<file path="config.mk">
export PLATFORM = sky130hd
export DESIGN_NAME = motor_telemetry_frame_receiver_unit
export DESIGN_NICKNAME = d
export VERILOG_FILES = /design/src/rtl/mtfr_pkg.sv /design/src/rtl/motor_telemetry_frame_receiver_unit.sv /design/src/rtl/mtfr_in_stage.sv /design/src/rtl/mtfr_parser.sv /design/src/rtl/mtfr_out_stage.sv
export SDC_FILE = /design/constraint.sdc
export NUM_CORES = 1
export LEC_CHECK = 0
export BUFFER_PORTS_ARGS = -buffer_cell sky130_fd_sc_hd__buf_4
export CAP_MARGIN = 0
export CORE_UTILIZATION = 63
export DETAILED_ROUTE_END_ITERATION = 7
export HOLD_SLACK_MARGIN = 0.02
export PLACE_DENSITY = 0.89
export SYNTH_ARGS = -nofsm -noshare
export SYNTH_HDL_FRONTEND = slang
export SYNTH_SLANG_ARGS = --single-unit
</file>
<file path="constraint.sdc">
create_clock -name i_clk -period 36.1 [get_ports i_clk]
set_clock_uncertainty 0.15 [all_clocks]
set_input_delay 10.83 -clock i_clk [delete_from_list [all_inputs] [get_ports i_clk]]
set_output_delay 10.83 -clock i_clk [all_outputs]
set_load 0.01 [all_outputs]
</file>
<file path="src/rtl/mtfr_pkg.sv">
package mtfr_pkg;

    // Input word actions
    typedef enum logic [1:0] {
        ACT_START = 2'd0,
        ACT_BYTE  = 2'd1,
        ACT_TICK  = 2'd2
    } t_action;

    // Result status codes, in order of test priority
    typedef enum logic [2:0] {
        ST_OK         = 3'd0,
        ST_TOO_SHORT  = 3'd1,
        ST_BAD_START  = 3'd2,
        ST_BAD_TYPE   = 3'd3,
        ST_LEN_MISMAT = 3'd4,
        ST_CRC_ERR    = 3'd5
    } t_status;

    // Configuration register map
    localparam int CFG_IDX_W = 2;
    localparam int CFG_DATA_W = 16;
    localparam logic [CFG_IDX_W-1:0] REG_EXPECTED_TYPE = 2'd0;
    localparam logic [CFG_IDX_W-1:0] REG_TIMEOUT_TICKS = 2'd1;

    localparam logic [7:0]  EXPECTED_TYPE_RST = 8'd4;
    localparam logic [15:0] TIMEOUT_TICKS_RST = 16'd100;

    // Frame layout
    localparam int         MAX_FRAME_BYTES_DEF = 128;
    localparam int         CAPTURE_DEPTH       = 56;
    localparam logic [7:0] SHORT_FORM_MARK     = 8'h02;
    // start + length + crc(2) + end
    localparam int         FRAME_OVERHEAD      = 5;

    // Field offsets inside the frame
    localparam int OFS_TEMP_FET     = 3;
    localparam int OFS_TEMP_WINDING = 5;
    localparam int OFS_PHASE_CUR    = 7;
    localparam int OFS_SUPPLY_CUR   = 11;
    localparam int OFS_DUTY         = 23;
    localparam int OFS_SPEED        = 25;
    localparam int OFS_SUPPLY_VOLT  = 29;
    localparam int OFS_CHARGE       = 31;
    localparam int OFS_TACH         = 47;
    localparam int OFS_TACH_ABS     = 51;
    localparam int OFS_FAULT        = 55;

    typedef struct packed {
        t_action    action;
        logic [7:0] rx_byte;
    } t_item;

    typedef struct packed {
        t_status            status;
        logic [7:0]         fault_code;
        logic signed [15:0] temp_fet;
        logic signed [15:0] temp_winding;
        logic signed [31:0] phase_current;
        logic signed [31:0] supply_current;
        logic [15:0]        duty;
        logic signed [31:0] speed_rpm;
        logic [15:0]        supply_voltage;
        logic [31:0]        charge_drawn;
        logic signed [31:0] tach_count;
        logic signed [31:0] tach_abs_count;
    } t_result;

    // CRC-16/XMODEM update by one byte (poly 0x1021, MSB first)
    function automatic logic [15:0] crc_xmodem_byte(input logic [15:0] crc,
                                                    input logic [7:0] b);
        logic [15:0] c;
        c = crc ^ {b, 8'h00};
        for (int i = 0; i < 8; i++) begin
            if (c[15]) begin
                c = {c[14:0], 1'b0} ^ 16'h1021;
            end else begin
                c = {c[14:0], 1'b0};
            end
        end
        return c;
    endfunction

endpackage

</file>
<file path="src/rtl/motor_telemetry_frame_receiver_unit.sv">
// Motor telemetry frame receiver. Feed one word per received serial byte
// (action 1), one per millisecond tick (action 2), and a start word (action 0)
// before each reply. The block counts bytes, runs the payload through
// CRC-16/XMODEM and captures the telemetry bytes; when the frame completes,
// hits the maximum length or times out it delivers one result word with a
// status and the big-endian fields as raw scaled integers (all fields zero
// unless the status is ok). Input words are taken one per clock; a word
// passes an input register, then the frame parser writes any result for
// that word into the output register, which it loads only when it has
// room, that is when it is empty or its result leaves. The input stalls only
// while a finished result waits in the output register and the result side
// is stalled. Write the configuration registers only while no frame traffic
// is in flight.
module motor_telemetry_frame_receiver_unit #(
    parameter int P_MAX_FRAME_BYTES = mtfr_pkg::MAX_FRAME_BYTES_DEF
) (
    input  logic                              i_clk,
    input  logic                              i_rst_n,
    // input words
    input  logic                              i_in_valid,
    output logic                              o_in_stall,
    input  logic [1:0]                        i_action,
    input  logic [7:0]                        i_rx_byte,
    // result words
    output logic                              o_out_valid,
    input  logic                              i_out_stall,
    output logic [2:0]                        o_status,
    output logic [7:0]                        o_fault_code,
    output logic signed [15:0]                o_temp_fet,
    output logic signed [15:0]                o_temp_winding,
    output logic signed [31:0]                o_phase_current,
    output logic signed [31:0]                o_supply_current,
    output logic [15:0]                       o_duty,
    output logic signed [31:0]                o_speed_rpm,
    output logic [15:0]                       o_supply_voltage,
    output logic [31:0]                       o_charge_drawn,
    output logic signed [31:0]                o_tach_count,
    output logic signed [31:0]                o_tach_abs_count,
    // configuration writes
    input  logic                              i_cfg_we,
    input  logic [mtfr_pkg::CFG_IDX_W-1:0]    i_cfg_index,
    input  logic [mtfr_pkg::CFG_DATA_W-1:0]   i_cfg_data
);

    logic [7:0]        r_exp_type;
    logic [15:0]       r_timeout;
    logic              w_in_valid;
    mtfr_pkg::t_item   w_item;
    logic              w_out_ready;
    logic              w_advance;
    logic              w_close;
    mtfr_pkg::t_result w_result;
    mtfr_pkg::t_result w_out_result;

    // Configuration registers
    always_ff @(posedge i_clk) begin
        if (!i_rst_n) begin
            r_exp_type <= mtfr_pkg::EXPECTED_TYPE_RST;
            r_timeout  <= mtfr_pkg::TIMEOUT_TICKS_RST;
        end else if (i_cfg_we) begin
            case (i_cfg_index)
                mtfr_pkg::REG_EXPECTED_TYPE: r_exp_type <= i_cfg_data[7:0];
                mtfr_pkg::REG_TIMEOUT_TICKS: r_timeout  <= i_cfg_data[15:0];
                default: begin
                end
            endcase
        end
    end

    // parser advances when output has room
    assign w_advance = w_in_valid && w_out_ready;

    mtfr_in_stage u_in_stage (
        .i_clk     (i_clk),
        .i_rst_n   (i_rst_n),
        .i_valid   (i_in_valid),
        .i_action  (i_action),
        .i_rx_byte (i_rx_byte),
        .i_advance (w_advance),
        .o_stall   (o_in_stall),
        .o_valid   (w_in_valid),
        .o_item    (w_item)
    );

    mtfr_parser #(
        .P_MAX_FRAME_BYTES (P_MAX_FRAME_BYTES)
    ) u_parser (
        .i_clk           (i_clk),
        .i_rst_n         (i_rst_n),
        .i_en            (w_advance),
        .i_item          (w_item),
        .i_expected_type (r_exp_type),
        .i_timeout_ticks (r_timeout),
        .o_close         (w_close),
        .o_result        (w_result)
    );

    mtfr_out_stage u_out_stage (
        .i_clk    (i_clk),
        .i_rst_n  (i_rst_n),
        .i_load   (w_close),
        .i_result (w_result),
        .i_stall  (i_out_stall),
        .o_ready  (w_out_ready),
        .o_valid  (o_out_valid),
        .o_result (w_out_result)
    );

    assign o_status         = w_out_result.status;
    assign o_fault_code     = w_out_result.fault_code;
    assign o_temp_fet       = w_out_result.temp_fet;
    assign o_temp_winding   = w_out_result.temp_winding;
    assign o_phase_current  = w_out_result.phase_current;
    assign o_supply_current = w_out_result.supply_current;
    assign o_duty           = w_out_result.duty;
    assign o_speed_rpm      = w_out_result.speed_rpm;
    assign o_supply_voltage = w_out_result.supply_voltage;
    assign o_charge_drawn   = w_out_result.charge_drawn;
    assign o_tach_count     = w_out_result.tach_count;
    assign o_tach_abs_count = w_out_result.tach_abs_count;

endmodule

</file>
<file path="src/rtl/mtfr_in_stage.sv">
module mtfr_in_stage (
    input  logic                i_clk,
    input  logic                i_rst_n,
    input  logic                i_valid,
    input  logic [1:0]          i_action,
    input  logic [7:0]          i_rx_byte,
    input  logic                i_advance,
    output logic                o_stall,
    output logic                o_valid,
    output mtfr_pkg::t_item     o_item
);

    logic            r_valid;
    logic            n_valid;
    mtfr_pkg::t_item r_item;
    logic            w_accept;

    // Hold a word until the parser takes it
    assign o_stall  = r_valid && !i_advance;
    assign w_accept = i_valid && !o_stall;

    always_comb begin
        if (w_accept) begin
            n_valid = 1'b1;
        end else begin
            n_valid = r_valid && !i_advance;
        end
    end

    always_ff @(posedge i_clk) begin
        if (!i_rst_n) begin
            r_valid <= 1'b0;
        end else begin
            r_valid <= n_valid;
        end
    end

    always_ff @(posedge i_clk) begin
        if (w_accept) begin
            r_item.action  <= mtfr_pkg::t_action'(i_action);
            r_item.rx_byte <= i_rx_byte;
        end
    end

    assign o_valid = r_valid;
    assign o_item  = r_item;

endmodule

</file>
<file path="src/rtl/mtfr_parser.sv">
module mtfr_parser #(
    parameter int P_MAX_FRAME_BYTES = mtfr_pkg::MAX_FRAME_BYTES_DEF
) (
    input  logic              i_clk,
    input  logic              i_rst_n,
    input  logic              i_en,
    input  mtfr_pkg::t_item   i_item,
    input  logic [7:0]        i_expected_type,
    input  logic [15:0]       i_timeout_ticks,
    output logic              o_close,
    output mtfr_pkg::t_result o_result
);

    localparam int CW = $clog2(P_MAX_FRAME_BYTES + 1);
    localparam int AW = $clog2(mtfr_pkg::CAPTURE_DEPTH);
    // wide enough for length + overhead without wrapping
    localparam int LW = 9;

    logic        r_open,     n_open;
    logic [CW-1:0] r_count,  n_count;
    logic [15:0] r_ticks,    n_ticks;
    logic [7:0]  r_start,    n_start;
    logic [7:0]  r_len,      n_len;
    logic [7:0]  r_type,     n_type;
    logic [15:0] r_crc,      n_crc;
    logic [15:0] r_crc_seen, n_crc_seen;
    logic [7:0]  r_fields [mtfr_pkg::CAPTURE_DEPTH];
    logic [7:0]  n_fields [mtfr_pkg::CAPTURE_DEPTH];

    logic          w_close;
    logic [LW-1:0] w_off;
    logic [LW-1:0] w_len;
    logic [LW-1:0] w_cnt_next;
    logic [LW-1:0] w_full_len;
    logic [7:0]    w_b;
    mtfr_pkg::t_status w_status;

    assign w_b        = i_item.rx_byte;
    assign w_off      = LW'(r_count);
    assign w_len      = LW'(r_len);
    assign w_cnt_next = LW'(n_count);
    assign w_full_len = LW'(n_len) + LW'(mtfr_pkg::FRAME_OVERHEAD);

    // Next frame state for the word in the input register
    always_comb begin
        n_open     = r_open;
        n_count    = r_count;
        n_ticks    = r_ticks;
        n_start    = r_start;
        n_len      = r_len;
        n_type     = r_type;
        n_crc      = r_crc;
        n_crc_seen = r_crc_seen;
        n_fields   = r_fields;
        w_close    = 1'b0;
        if (i_en) begin
            case (i_item.action)
                mtfr_pkg::ACT_START: begin
                    n_open     = 1'b1;
                    n_count    = '0;
                    n_ticks    = '0;
                    n_start    = '0;
                    n_len      = '0;
                    n_type     = '0;
                    n_crc      = '0;
                    n_crc_seen = '0;
                    n_fields   = '{default: '0};
                end
                mtfr_pkg::ACT_BYTE: begin
                    if (r_open) begin
                        if (w_off < LW'(mtfr_pkg::CAPTURE_DEPTH)) begin
                            n_fields[r_count[AW-1:0]] = w_b;
                        end
                        if (w_off == LW'(0)) begin
                            n_start = w_b;
                        end else if (w_off == LW'(1)) begin
                            n_len = w_b;
                        end else begin
                            if (w_off == LW'(2)) begin
                                n_type = w_b;
                            end
                            if (w_off < w_len + LW'(2)) begin
                                n_crc = mtfr_pkg::crc_xmodem_byte(r_crc, w_b);
                            end else if (w_off == w_len + LW'(2)) begin
                                n_crc_seen = {w_b, r_crc_seen[7:0]};
                            end else if (w_off == w_len + LW'(3)) begin
                                n_crc_seen = {r_crc_seen[15:8], w_b};
                            end
                        end
                        n_count = r_count + CW'(1);
                        // close at max length or at the end of a short-form frame
                        if (n_count >= CW'(P_MAX_FRAME_BYTES)) begin
                            w_close = 1'b1;
                        end else if (w_cnt_next >= LW'(2) &&
                                     n_start == mtfr_pkg::SHORT_FORM_MARK &&
                                     w_cnt_next >= w_full_len) begin
                            w_close = 1'b1;
                        end
                    end
                end
                mtfr_pkg::ACT_TICK: begin
                    if (r_open) begin
                        if (r_ticks != 16'hFFFF) begin
                            n_ticks = r_ticks + 16'd1;
                        end
                        if (n_ticks >= i_timeout_ticks) begin
                            w_close = 1'b1;
                        end
                    end
                end
                default: begin
                end
            endcase
            if (w_close) begin
                n_open = 1'b0;
            end
        end
    end

    // Status: first failing test wins
    always_comb begin
        if (w_cnt_next < LW'(3)) begin
            w_status = mtfr_pkg::ST_TOO_SHORT;
        end else if (n_start != mtfr_pkg::SHORT_FORM_MARK) begin
            w_status = mtfr_pkg::ST_BAD_START;
        end else if (n_type != i_expected_type) begin
            w_status = mtfr_pkg::ST_BAD_TYPE;
        end else if (w_cnt_next != w_full_len) begin
            w_status = mtfr_pkg::ST_LEN_MISMAT;
        end else if (n_crc_seen != n_crc) begin
            w_status = mtfr_pkg::ST_CRC_ERR;
        end else begin
            w_status = mtfr_pkg::ST_OK;
        end
    end

    // Big-endian field decode; all zero unless the frame is good
    always_comb begin
        o_result        = '0;
        o_result.status = w_status;
        if (w_status == mtfr_pkg::ST_OK) begin
            o_result.fault_code     = n_fields[mtfr_pkg::OFS_FAULT];
            o_result.temp_fet       = {n_fields[mtfr_pkg::OFS_TEMP_FET],
                                       n_fields[mtfr_pkg::OFS_TEMP_FET+1]};
            o_result.temp_winding   = {n_fields[mtfr_pkg::OFS_TEMP_WINDING],
                                       n_fields[mtfr_pkg::OFS_TEMP_WINDING+1]};
            o_result.phase_current  = {n_fields[mtfr_pkg::OFS_PHASE_CUR],
                                       n_fields[mtfr_pkg::OFS_PHASE_CUR+1],
                                       n_fields[mtfr_pkg::OFS_PHASE_CUR+2],
                                       n_fields[mtfr_pkg::OFS_PHASE_CUR+3]};
            o_result.supply_current = {n_fields[mtfr_pkg::OFS_SUPPLY_CUR],
                                       n_fields[mtfr_pkg::OFS_SUPPLY_CUR+1],
                                       n_fields[mtfr_pkg::OFS_SUPPLY_CUR+2],
                                       n_fields[mtfr_pkg::OFS_SUPPLY_CUR+3]};
            o_result.duty           = {n_fields[mtfr_pkg::OFS_DUTY],
                                       n_fields[mtfr_pkg::OFS_DUTY+1]};
            o_result.speed_rpm      = {n_fields[mtfr_pkg::OFS_SPEED],
                                       n_fields[mtfr_pkg::OFS_SPEED+1],
                                       n_fields[mtfr_pkg::OFS_SPEED+2],
                                       n_fields[mtfr_pkg::OFS_SPEED+3]};
            o_result.supply_voltage = {n_fields[mtfr_pkg::OFS_SUPPLY_VOLT],
                                       n_fields[mtfr_pkg::OFS_SUPPLY_VOLT+1]};
            o_result.charge_drawn   = {n_fields[mtfr_pkg::OFS_CHARGE],
                                       n_fields[mtfr_pkg::OFS_CHARGE+1],
                                       n_fields[mtfr_pkg::OFS_CHARGE+2],
                                       n_fields[mtfr_pkg::OFS_CHARGE+3]};
            o_result.tach_count     = {n_fields[mtfr_pkg::OFS_TACH],
                                       n_fields[mtfr_pkg::OFS_TACH+1],
                                       n_fields[mtfr_pkg::OFS_TACH+2],
                                       n_fields[mtfr_pkg::OFS_TACH+3]};
            o_result.tach_abs_count = {n_fields[mtfr_pkg::OFS_TACH_ABS],
                                       n_fields[mtfr_pkg::OFS_TACH_ABS+1],
                                       n_fields[mtfr_pkg::OFS_TACH_ABS+2],
                                       n_fields[mtfr_pkg::OFS_TACH_ABS+3]};
        end
    end

    assign o_close = w_close;

    always_ff @(posedge i_clk) begin
        if (!i_rst_n) begin
            r_open     <= 1'b0;
            r_count    <= '0;
            r_ticks    <= '0;
            r_start    <= '0;
            r_len      <= '0;
            r_type     <= '0;
            r_crc      <= '0;
            r_crc_seen <= '0;
        end else begin
            r_open     <= n_open;
            r_count    <= n_count;
            r_ticks    <= n_ticks;
            r_start    <= n_start;
            r_len      <= n_len;
            r_type     <= n_type;
            r_crc      <= n_crc;
            r_crc_seen <= n_crc_seen;
        end
    end

    // capture bytes; every start clears them before use
    always_ff @(posedge i_clk) begin
        r_fields <= n_fields;
    end

endmodule

</file>
<file path="src/rtl/mtfr_out_stage.sv">
module mtfr_out_stage (
    input  logic              i_clk,
    input  logic              i_rst_n,
    input  logic              i_load,
    input  mtfr_pkg::t_result i_result,
    input  logic              i_stall,
    output logic              o_ready,
    output logic              o_valid,
    output mtfr_pkg::t_result o_result
);

    logic              r_valid;
    logic              n_valid;
    mtfr_pkg::t_result r_result;

    // Free when empty or when the held word leaves this cycle
    assign o_ready = !r_valid || !i_stall;

    always_comb begin
        if (i_load) begin
            n_valid = 1'b1;
        end else begin
            n_valid = r_valid && i_stall;
        end
    end

    always_ff @(posedge i_clk) begin
        if (!i_rst_n) begin
            r_valid <= 1'b0;
        end else begin
            r_valid <= n_valid;
        end
    end

    always_ff @(posedge i_clk) begin
        if (i_load) begin
            r_result <= i_result;
        end
    end

    assign o_valid  = r_valid;
    assign o_result = r_result;

endmodule

</file>
Word-level counts from Yosys, hierarchy flattened --
Cells that the tools add are included.
Storage, ports and cells: register bits 832, latch bits 0, RAM bits 0, bits in read-only memories 0, input port bits 33, output and inout bits 269, logic and storage cells 261, memories 0
Operators by class: $add $sub $neg 5, multiply operators 0, divide/modulo/power cells 0, $lt $le $gt $ge 9, equal/unequal tests 16, shifts and indexed selects 0, multiplexer cells 115, bitwise operators 10, reductions and logical operators 24
Operator list (number):
- 16-bit two-way mux | 58
- 448-bit two-way mux | 2
- 448-bit case mux with 2 select lines | 1
- 448-bit bitwise mux | 1
- 424-bit two-way mux | 1
- 8-bit two-way mux | 19
- 13-bit two-way mux | 8
- 16-bit case mux with 2 select lines | 3
- 8-bit case mux with 2 select lines | 4
- 8-bit demux with 6-bit select | 1
- 3-bit inverter | 8
- 8-bit by 2-bit adder with 9-bit output, second input constant | 2
- 8-bit by 9-bit == test with 1-bit output | 2
- 16-bit by 1-bit adder with 16-bit output, second input constant | 1
- 8-bit by 2-bit == test with 1-bit output, second input constant | 2
- 16-bit >= comparator | 1
- 16-bit inequality test | 1
- 16-bit inequality test, second input constant | 1
- 16-bit XOR | 1
- 3-bit two-way mux | 5
- 1-bit two-way mux | 11
- 8-bit by 3-bit adder with 9-bit output, second input constant | 1
- 8-bit by 9-bit >= comparator with 1-bit output | 1
- 9-bit logical NOT | 1
- other kinds (26) | 43

Logic depth before layout (Yosys ltp) --
Gate-level depths: netlist of run 1.
word-level depth 72, depth in mapped cells 21, gate-level depth less buffers 19

Modules after synthesis --
A second synthesis of run 1 with hierarchy kept.
Second synthesis, totals: cell total of the unflattened synthesis 2386, area, all modules 26854.5 um^2
By module, submodules not included:
- mtfr_parser | times used 1, cells each 2001, area an instance 17488.0 um^2, seq. area each 6906.6 um^2
- mtfr_out_stage | times used 1, cells each 271, area an instance 8052.7 um^2, seq. area each 8037.7 um^2
- motor_telemetry_frame_receiver_unit | times used 1, cells each 100, area an instance 965.9 um^2, seq. area each 480.5 um^2
- mtfr_in_stage | times used 1, cells each 14, area an instance 347.8 um^2, seq. area each 320.3 um^2

Worst setup path before layout of run 1 --
OpenSTA, ideal clock, no wires.
path kind input to output, start input port i_out_stall, end output port o_in_stall, arrival 11.036 ns, required time 25.120 ns, setup slack 14.084 ns, stages 1, path buffers 0, cells stage by stage and3_1
Between the ends: word-level cells in the longest chain between the ends 5
Ends and longest elaborated chain:
- start: declaration | RTL line motor_telemetry_frame_receiver_unit.sv:26 | input logic i_out_stall,
- 1-bit logical NOT | RTL line mtfr_out_stage.sv:17 | assign o_ready = !r_valid || !i_stall;
- 1-bit logical OR | RTL line mtfr_out_stage.sv:17
- 1-bit logical AND | RTL line motor_telemetry_frame_receiver_unit.sv:71 | assign w_advance = w_in_valid && w_out_ready;
- 1-bit logical NOT | RTL line mtfr_in_stage.sv:19 | assign o_stall = r_valid && !i_advance;
- 1-bit logical AND | RTL line mtfr_in_stage.sv:19
- end: declaration | RTL line motor_telemetry_frame_receiver_unit.sv:21 | output logic o_in_stall,
No other way between the ends.

Worst setup path in the final report of run 1 --
Same ends and word-level chain as after synthesis.

==> run summary, run 1 <==
final wirelength = 69,000 um
FF/Latch Area = 0.0157 sq mm
pin count of the biggest net entering global routing = 95
Initial Utilization = 64.3%
worst slack, placed = 13.86 ns
fin. max-slew vios = 0
H-tree depth = 2
main combinational cell family by area after synthesis = simple AND/OR/NAND/NOR gates
Leak = 10.2 nW
Synth Register Bits = 648
num rows = 75
CP Cell Sequence = buf_4 -> and3_1 -> buf_4
diode count = 0
WP data arrival = 11.26 ns
Seq/Total Area, Yosys = 57.8%
worst IR drop on VDD = 0.0000521 V
Synth Area in Compound Gates = 13.7%
Area Overhead vs Synth = 16.0%
number of synthesized flops with an enable pin = 277
gr usage total = 31.1%
Clock Sinks = 648
worst slew pin tran = 1.40 ns
DIE AREA = 0.0440 sq mm
WL/cell = 22.7 um
routed vias = 18,600
share of cells above drive strength 1 = 25.9%
status = finished, final reports clean
Peak Freq = 45.0 MHz
Final Hold Viols = 0
first-pass GRT wire length = 106,000 um
fin area = 0.0316 sq mm
R2R cell count = 19
Crit Reg-Reg Startpoint = u_parser.r_count[0]
Final Critical Period = 22.24 ns
CTS root buf = clkbuf_16
CORE AREA = 0.0423 sq mm
slew margin rel. = 6.39%
worst setup path end = o_in_stall
Synth Warn # = 0
post-synthesis instance total = 2,143
P per Cell Area = 45.9 mW/mm^2
Num CTS Buffers = 60
top_reg_cell synth = dfxtp_1
synthesized area = 0.0272 sq mm
Cell Area, Placed = 0.0296 sq mm
Post-Synth Adder-Cell Area = 2.07%
final global-route overflow total = 0
nature of the critical path startpoint = primary input
critical path type = primary input to output pin
setup tns final = 0 ns
DRC Markers = 0
area taken by multi-input logic gates = 0.0105 sq mm
Clock power frac = 44.2%
simple-gate share of the synthesized area = 19.8%
worst skew pair latency = 0.62 ns
Die H = 210 um
Final Net Count = 2,492
Syn Area/Cell = 12.7 sq um
sw power = 309 uW
Tcrit/Tclk final = 61.6%
crit path from = i_out_stall
fraction of registers with async set/reset = 0%
mux cell area share after synthesis = 0.492%
Combinational Power Share = 3.2%
die width = 210 um
CP Capture Type = output pin
RSZ-0062 raised after global routing = false
critical path data required time = 25.12 ns
ports placed on the boundary = 302
r2r endpoint = u_out_stage.o_result[106]
Flop pwr share = 52.6%
CTS Hold Bufs = 0
CTS tree = done
unique cell type count in the Yosys netlist = 76
Post-Synth XOR/XNOR Area = 2.34%
Final HPWL DP = 42,300 um
MaxCap Viol Count = 0
HP Class = register to register
Clk pin slew, worst setup/hold paths = 0.06 ns
Detail Route Antenna Nets = 0
DR pass1 iterations = 7
reg2reg setup slack = 28.62 ns
vias in the first global route = 18,100
Critical-path top delay cell = and3_1
CTS resizes = 0
port bufs = 301
GP Congestion = 0.890
maximum clock path buffer count = 3
vias per inst = 6.10
Fill cells = 2,525
fin worst setup slack = 13.86 ns
Setup Viol. Count Final = 0
Syn Nets = 2,221
Sw Share = 21.3%
most frequent CP cell = buf_4
Initial DRC Count = 1,748
critical path's largest stage delay = 0.16 ns
post-CTS setup repair buffer count = 0
worst-path fanout max = 4
initial antenna violation count = 0
Power Internal = 1.14 mW
## cell families (layout without fill, tap and decap cells)
| group | after synthesis | count (layout) |
|---|---|---|
| flops | 648 | 648 |
| buf+inv | 166 | 488 |
| mux | 13 | 13 |
| compound gates | 483 | 483 |
| simple gates | 717 | 717 |
| xor+xnor | 71 | 71 |
| fa+ha+maj | 45 | 45 |
## per-layer routing
| metal | wire length (um) | GRT usage (%) | vias up |
|---|---|---|---|
| met5 | 0 | 0 | - |
| met4 | 2110 | 11.6 | 0 |
| met3 | 5160 | 4.55 | 166 |
| met2 | 33300 | 51.1 | 954 |
| met1 | 28500 | 42.1 | 9143 |
| li1 | - | - | 8306 |
## cell usage in the layout (no fill, tap or decap), types with 7 or more instances in the layout
| cell type | netlist | routed |
|---|---|---|
| a21oi_1 | 41 | 40 |
| a22o_1 | 256 | 256 |
| a22oi_1 | 46 | 46 |
| a31oi_1 | 11 | 11 |
| and2_1 | 25 | 25 |
| and3_1 | 13 | 12 |
| buf_4 | 6 | 326 |
| clkbuf_1 | 73 | 22 |
| clkbuf_16 | 0 | 63 |
| clkbuf_8 | 0 | 10 |
| clkinv_2 | 0 | 7 |
| dfxtp_1 | 371 | 371 |
| edfxtp_1 | 277 | 277 |
| ha_1 | 45 | 45 |
| inv_1 | 47 | 46 |
| mux2i_1 | 10 | 10 |
| nand2_1 | 132 | 132 |
| nand3_1 | 29 | 29 |
| nand4_1 | 21 | 21 |
| nor2_1 | 128 | 127 |
| nor2b_1 | 70 | 70 |
| nor2b_4 | 200 | 200 |
| nor3_1 | 28 | 28 |
| nor4_1 | 14 | 14 |
| o21a_1 | 7 | 7 |
| o21ai_0 | 60 | 60 |
| o21ai_1 | 17 | 17 |
| or3_1 | 12 | 12 |
| xnor2_1 | 42 | 42 |
| xor2_1 | 28 | 28 |
## synth_stat cells, types with 21 or more instances
master,n,share of area (%)
dfxtp_1,371,27
edfxtp_1,277,31
a22o_1,256,8.2
nor2b_4,200,10
nand2_1,132,1.8
nor2_1,128,1.8
clkbuf_1,73,1.0
nor2b_1,70,1.6
o21ai_0,60,1.1
inv_1,47,0.65
a22oi_1,46,1.3
ha_1,45,2.1
xnor2_1,42,1.4
a21oi_1,41,0.75
nand3_1,29,0.53
nor3_1,28,0.51
xor2_1,28,0.90
and2_1,25,0.57
nand4_1,21,0.48
## how the worst min path moves through the flow
| stage | from | end | slack [ns] | cells after the start |
|---|---|---|---|---|
| after floorplan | u_parser.r_fields[198] | u_parser.r_fields[198] | 0.27 | 2 |
| after global placement | u_parser.r_fields[45] | u_parser.r_fields[45] | 0.28 | 2 |
| after detailed placement | r_timeout[12] | r_timeout[12] | 0.30 | 2 |
| after CTS | r_timeout[12] | r_timeout[12] | 0.31 | 2 |
| after global routing | r_timeout[12] | r_timeout[12] | 0.33 | 2 |
| final | r_timeout[1] | r_timeout[1] | 0.31 | 2 |
## sequential cells by signal (all words and copies together), names as in the netlist, 8 cells and up
register and cells:
u_parser.r_start 8, u_out_stage.o_result 267, u_parser.r_fields 264, u_parser.r_crc_seen 16, u_parser.r_crc 16, u_parser.r_type 8
u_in_stage.o_item 10, u_parser.r_len 8, r_exp_type 8, u_parser.r_ticks 16, u_parser.r_count 8, r_timeout 16
## critical path: cells and delay by family
family / cells / cell delay (ns)
buffers and inverters: 2 / 0.27
AND/OR/NAND/NOR: 1 / 0.16
## power groups by stage
stage,Clock (mW),Sequential (mW),Combinational [mW]
after floorplan,0,0.778,0.0237
after global placement,0,0.778,0.0427
after detailed placement,0,0.778,0.0441
after CTS,0.646,0.762,0.0446
after global routing,0.675,0.762,0.0479
final,0.641,0.762,0.0457
## through the flow
| stage | cells | util, % | total power [mW] | hold WS (ns) |
|---|---|---|---|---|
| after global routing | 3042 | 74.6 | 1.48 | 0.328 |
| after detailed placement | 2929 | 69.9 | 0.822 | 0.299 |
| final | 3042 | 74.6 | 1.45 | 0.307 |
| after floorplan | 2143 | - | 0.802 | 0.272 |
| after global placement | 2929 | 69.9 | 0.821 | 0.283 |
| after CTS | 3042 | 74.6 | 1.45 | 0.307 |
## area by class of cell
class,count,share of cell area [%]
clock buffers,95,5.69
flip-flops and latches,648,49.9
well taps,577,2.29
repair buffers,327,7.81
multi-input cells,1329,33.1
inverters,48,0.571
clock inverters,18,0.638
(Power assumes the default switching activity.)
==> inputs of run 2 (changes only) <==
ABC_AREA = 1   (was default)
CORE_UTILIZATION = 59   (was 63)
PLACE_DENSITY = 0.84   (was 0.89)
clock period = 21.5 ns   (was 36.1 ns; I/O delays follow)
==> run summary, run 2 <==
status = finished, final reports clean
top_reg_cell synth = dfxtp_1
Initial DRC Count = 2,167
nature of the critical path startpoint = primary input
Flop pwr share = 50.9%
ports placed on the boundary = 302
worst IR drop on VDD = 0.0000691 V
Final Net Count = 3,369
FF/Latch Area = 0.0157 sq mm
CP Capture Type = register
worst skew pair latency = 0.61 ns
critical path data required time = 21.58 ns
port bufs = 301
Synth Warn # = 0
GP Congestion = 0.911
final global-route overflow total = 0
Area Overhead vs Synth = 16.0%
most common cell after layout, fill and taps aside = inv_1
worst slew pin tran = 1.20 ns
Sw Share = 23.1%
ranking of synthesized cells by area = edfxtp_1 29%, dfxtp_1 26%, inv_1 8.7%
Combinational Power Share = 4.6%
post-CTS setup repair buffer count = 0
filler-free cell count of the finished design = 3,958
gr usage total = 29.1%
P per Cell Area = 77.3 mW/mm^2
Syn Nets = 3,078
sw power = 594 uW
share of cells above drive strength 1 = 20.5%
Synth top cells by count = 669 x inv_1, 395 x nand2_1, 371 x dfxtp_1
setup tns final = 0 ns
DIE AREA = 0.0496 sq mm
top cell type's share of synthesized area = 28.9%
Synth area leader = edfxtp_1
Initial Utilization = 60.1%
post-synthesis instance total = 3,000
placed cells = 3,838
pin count of the biggest net entering global routing = 121
RSZ-0062 raised after global routing = false
final wirelength = 73,200 um
R2R cell count = 27
most frequent cell after synthesis = inv_1
DRC Markers = 0
CTS tree = done
Tcrit/Tclk final = 63.4%
reg2reg setup slack = 12.91 ns
Synth Register Bits = 648
unique cell type count in the Yosys netlist = 54
CORE AREA = 0.0478 sq mm
fin. max-slew vios = 0
diode count = 0
Final HPWL DP = 47,900 um
Final Hold Viols = 0
WHS Path Cells = 2
most frequent cells in the layout = 668 x inv_1, 395 x nand2_1, 371 x dfxtp_1, 320 x buf_4, 277 x edfxtp_1
Power Internal = 1.98 mW
Num CTS Buffers = 66
Overall Power = 2.57 mW
first-pass GRT wire length = 113,000 um
WL/cell = 18.5 um
Final Critical Period = 13.63 ns
fraction of registers with async set/reset = 0%
CTS root buf = clkbuf_16
routed vias = 21,600
Setup Viol. Count Final = 0
Detail Route Antenna Nets = 0
Die H = 223 um
MaxCap Viol Count = 0
CTS resizes = 0
worst-path fanout max = 120
slew margin rel. = 19.7%
Leak = 12.9 nW
Clock power frac = 44.5%
CTS Hold Bufs = 0
vias in the first global route = 20,700
Clock Sinks = 648
HP Class = register to register
Peak Freq = 73.4 MHz
Seq/Total Area, Yosys = 54.8%
num rows = 80
area taken by multi-input logic gates = 0.00959 sq mm
Syn Area/Cell = 9.58 sq um
WHS = 0.310 ns
max FFs per register = 267
H-tree depth = 3
number of synthesized flops with an enable pin = 277
DR pass1 iterations = 5
Clk pin slew, worst setup/hold paths = 0.06 ns
WP data arrival = 13.71 ns
critical path type = primary input to register
die width = 223 um
Fill cells = 3,397
synthesized area = 0.0287 sq mm
vias per inst = 5.46
initial antenna violation count = 0
maximum clock path buffer count = 3
-- run 2: logic make-up (layout without fill, tap and decap cells) --
family | count (synthesis) | after routing | synth area share (%)
and+or+nand+nor | 1022 | 1022 | 20.3
buffers and inverters | 790 | 1133 | 11.9
DFF | 648 | 648 | 54.8
AOI/OAI and AO/OA | 453 | 453 | 9.84
adders and majority gates | 45 | 45 | 1.96
xor gates and xnor gates | 42 | 42 | 1.28
-- run 2: layer usage --
| metal | routed length [um] | up-vias | global-route usage [%] |
|---|---|---|---|
| li1 | - | 10200 | - |
| met4 | 2800 | 0 | 13.0 |
| met2 | 34800 | 1049 | 47.1 |
| met5 | 0 | - | 0 |
| met3 | 6300 | 160 | 5.13 |
| met1 | 29300 | 10200 | 38.3 |
-- run 2: path summary, 6_finish.rpt --
path | from | to
max | i_out_stall | u_out_stage.o_result[165]
min | u_parser.r_fields[46] | u_parser.r_fields[46]
max reg2reg | u_in_stage.o_item[9] | u_out_stage.o_result[165]
min reg2reg | u_parser.r_fields[46] | u_parser.r_fields[46]
-- run 2: worst max-delay path, stage by stage --
cell and delay (ns):
buf_4 0.11, nand2_1 0.16, nand2_2 0.25, nor2_4 0.16, buf_4 0.56, nor2_2 0.17
inv_1 0.48, nand2_1 0.32, o22ai_1 0.23, inv_1 0.11, o21ai_0 0.29, xor2_1 0.14
ha_1 0.32, nand4_1 0.14, o221a_2 0.26, o21ai_0 0.15, a21oi_1 0.08, o21ai_0 0.08
nand3_1 0.09, nor2_1 0.11, nand2_1 0.10, nand2_1 0.08, nand3_1 0.23, inv_8 0.69
buf_4 0.87, buf_4 0.89
-- run 2: area by class of cell --
cell class	count	area share, %
timing repair buffer	321	7.27
multi-input combinational	1562	28.8
inverter	692	7.83
tap	615	2.31
clock buffer	91	5.61
clock inverter	29	0.935
sequential	648	47.3
-- run 2: through the flow --
step	worst slack, ns	util (%)	instance area [sq um]
finish	7.87	69.6	33300
floorplan	6.34	-	28700
global placement	7.65	65.1	31100
CTS	7.94	69.6	33300
detailed placement	7.43	65.1	31100
global route	7.32	69.6	33300
-- run 2: power groups by stage --
stage	combinational (mW)	sequential, mW	clock (mW)
after global placement	0.109	1.34	0
after detailed placement	0.112	1.34	0
after floorplan	0.0773	1.33	0
after CTS	0.115	1.31	1.16
after global routing	0.127	1.31	1.21
final	0.118	1.31	1.15
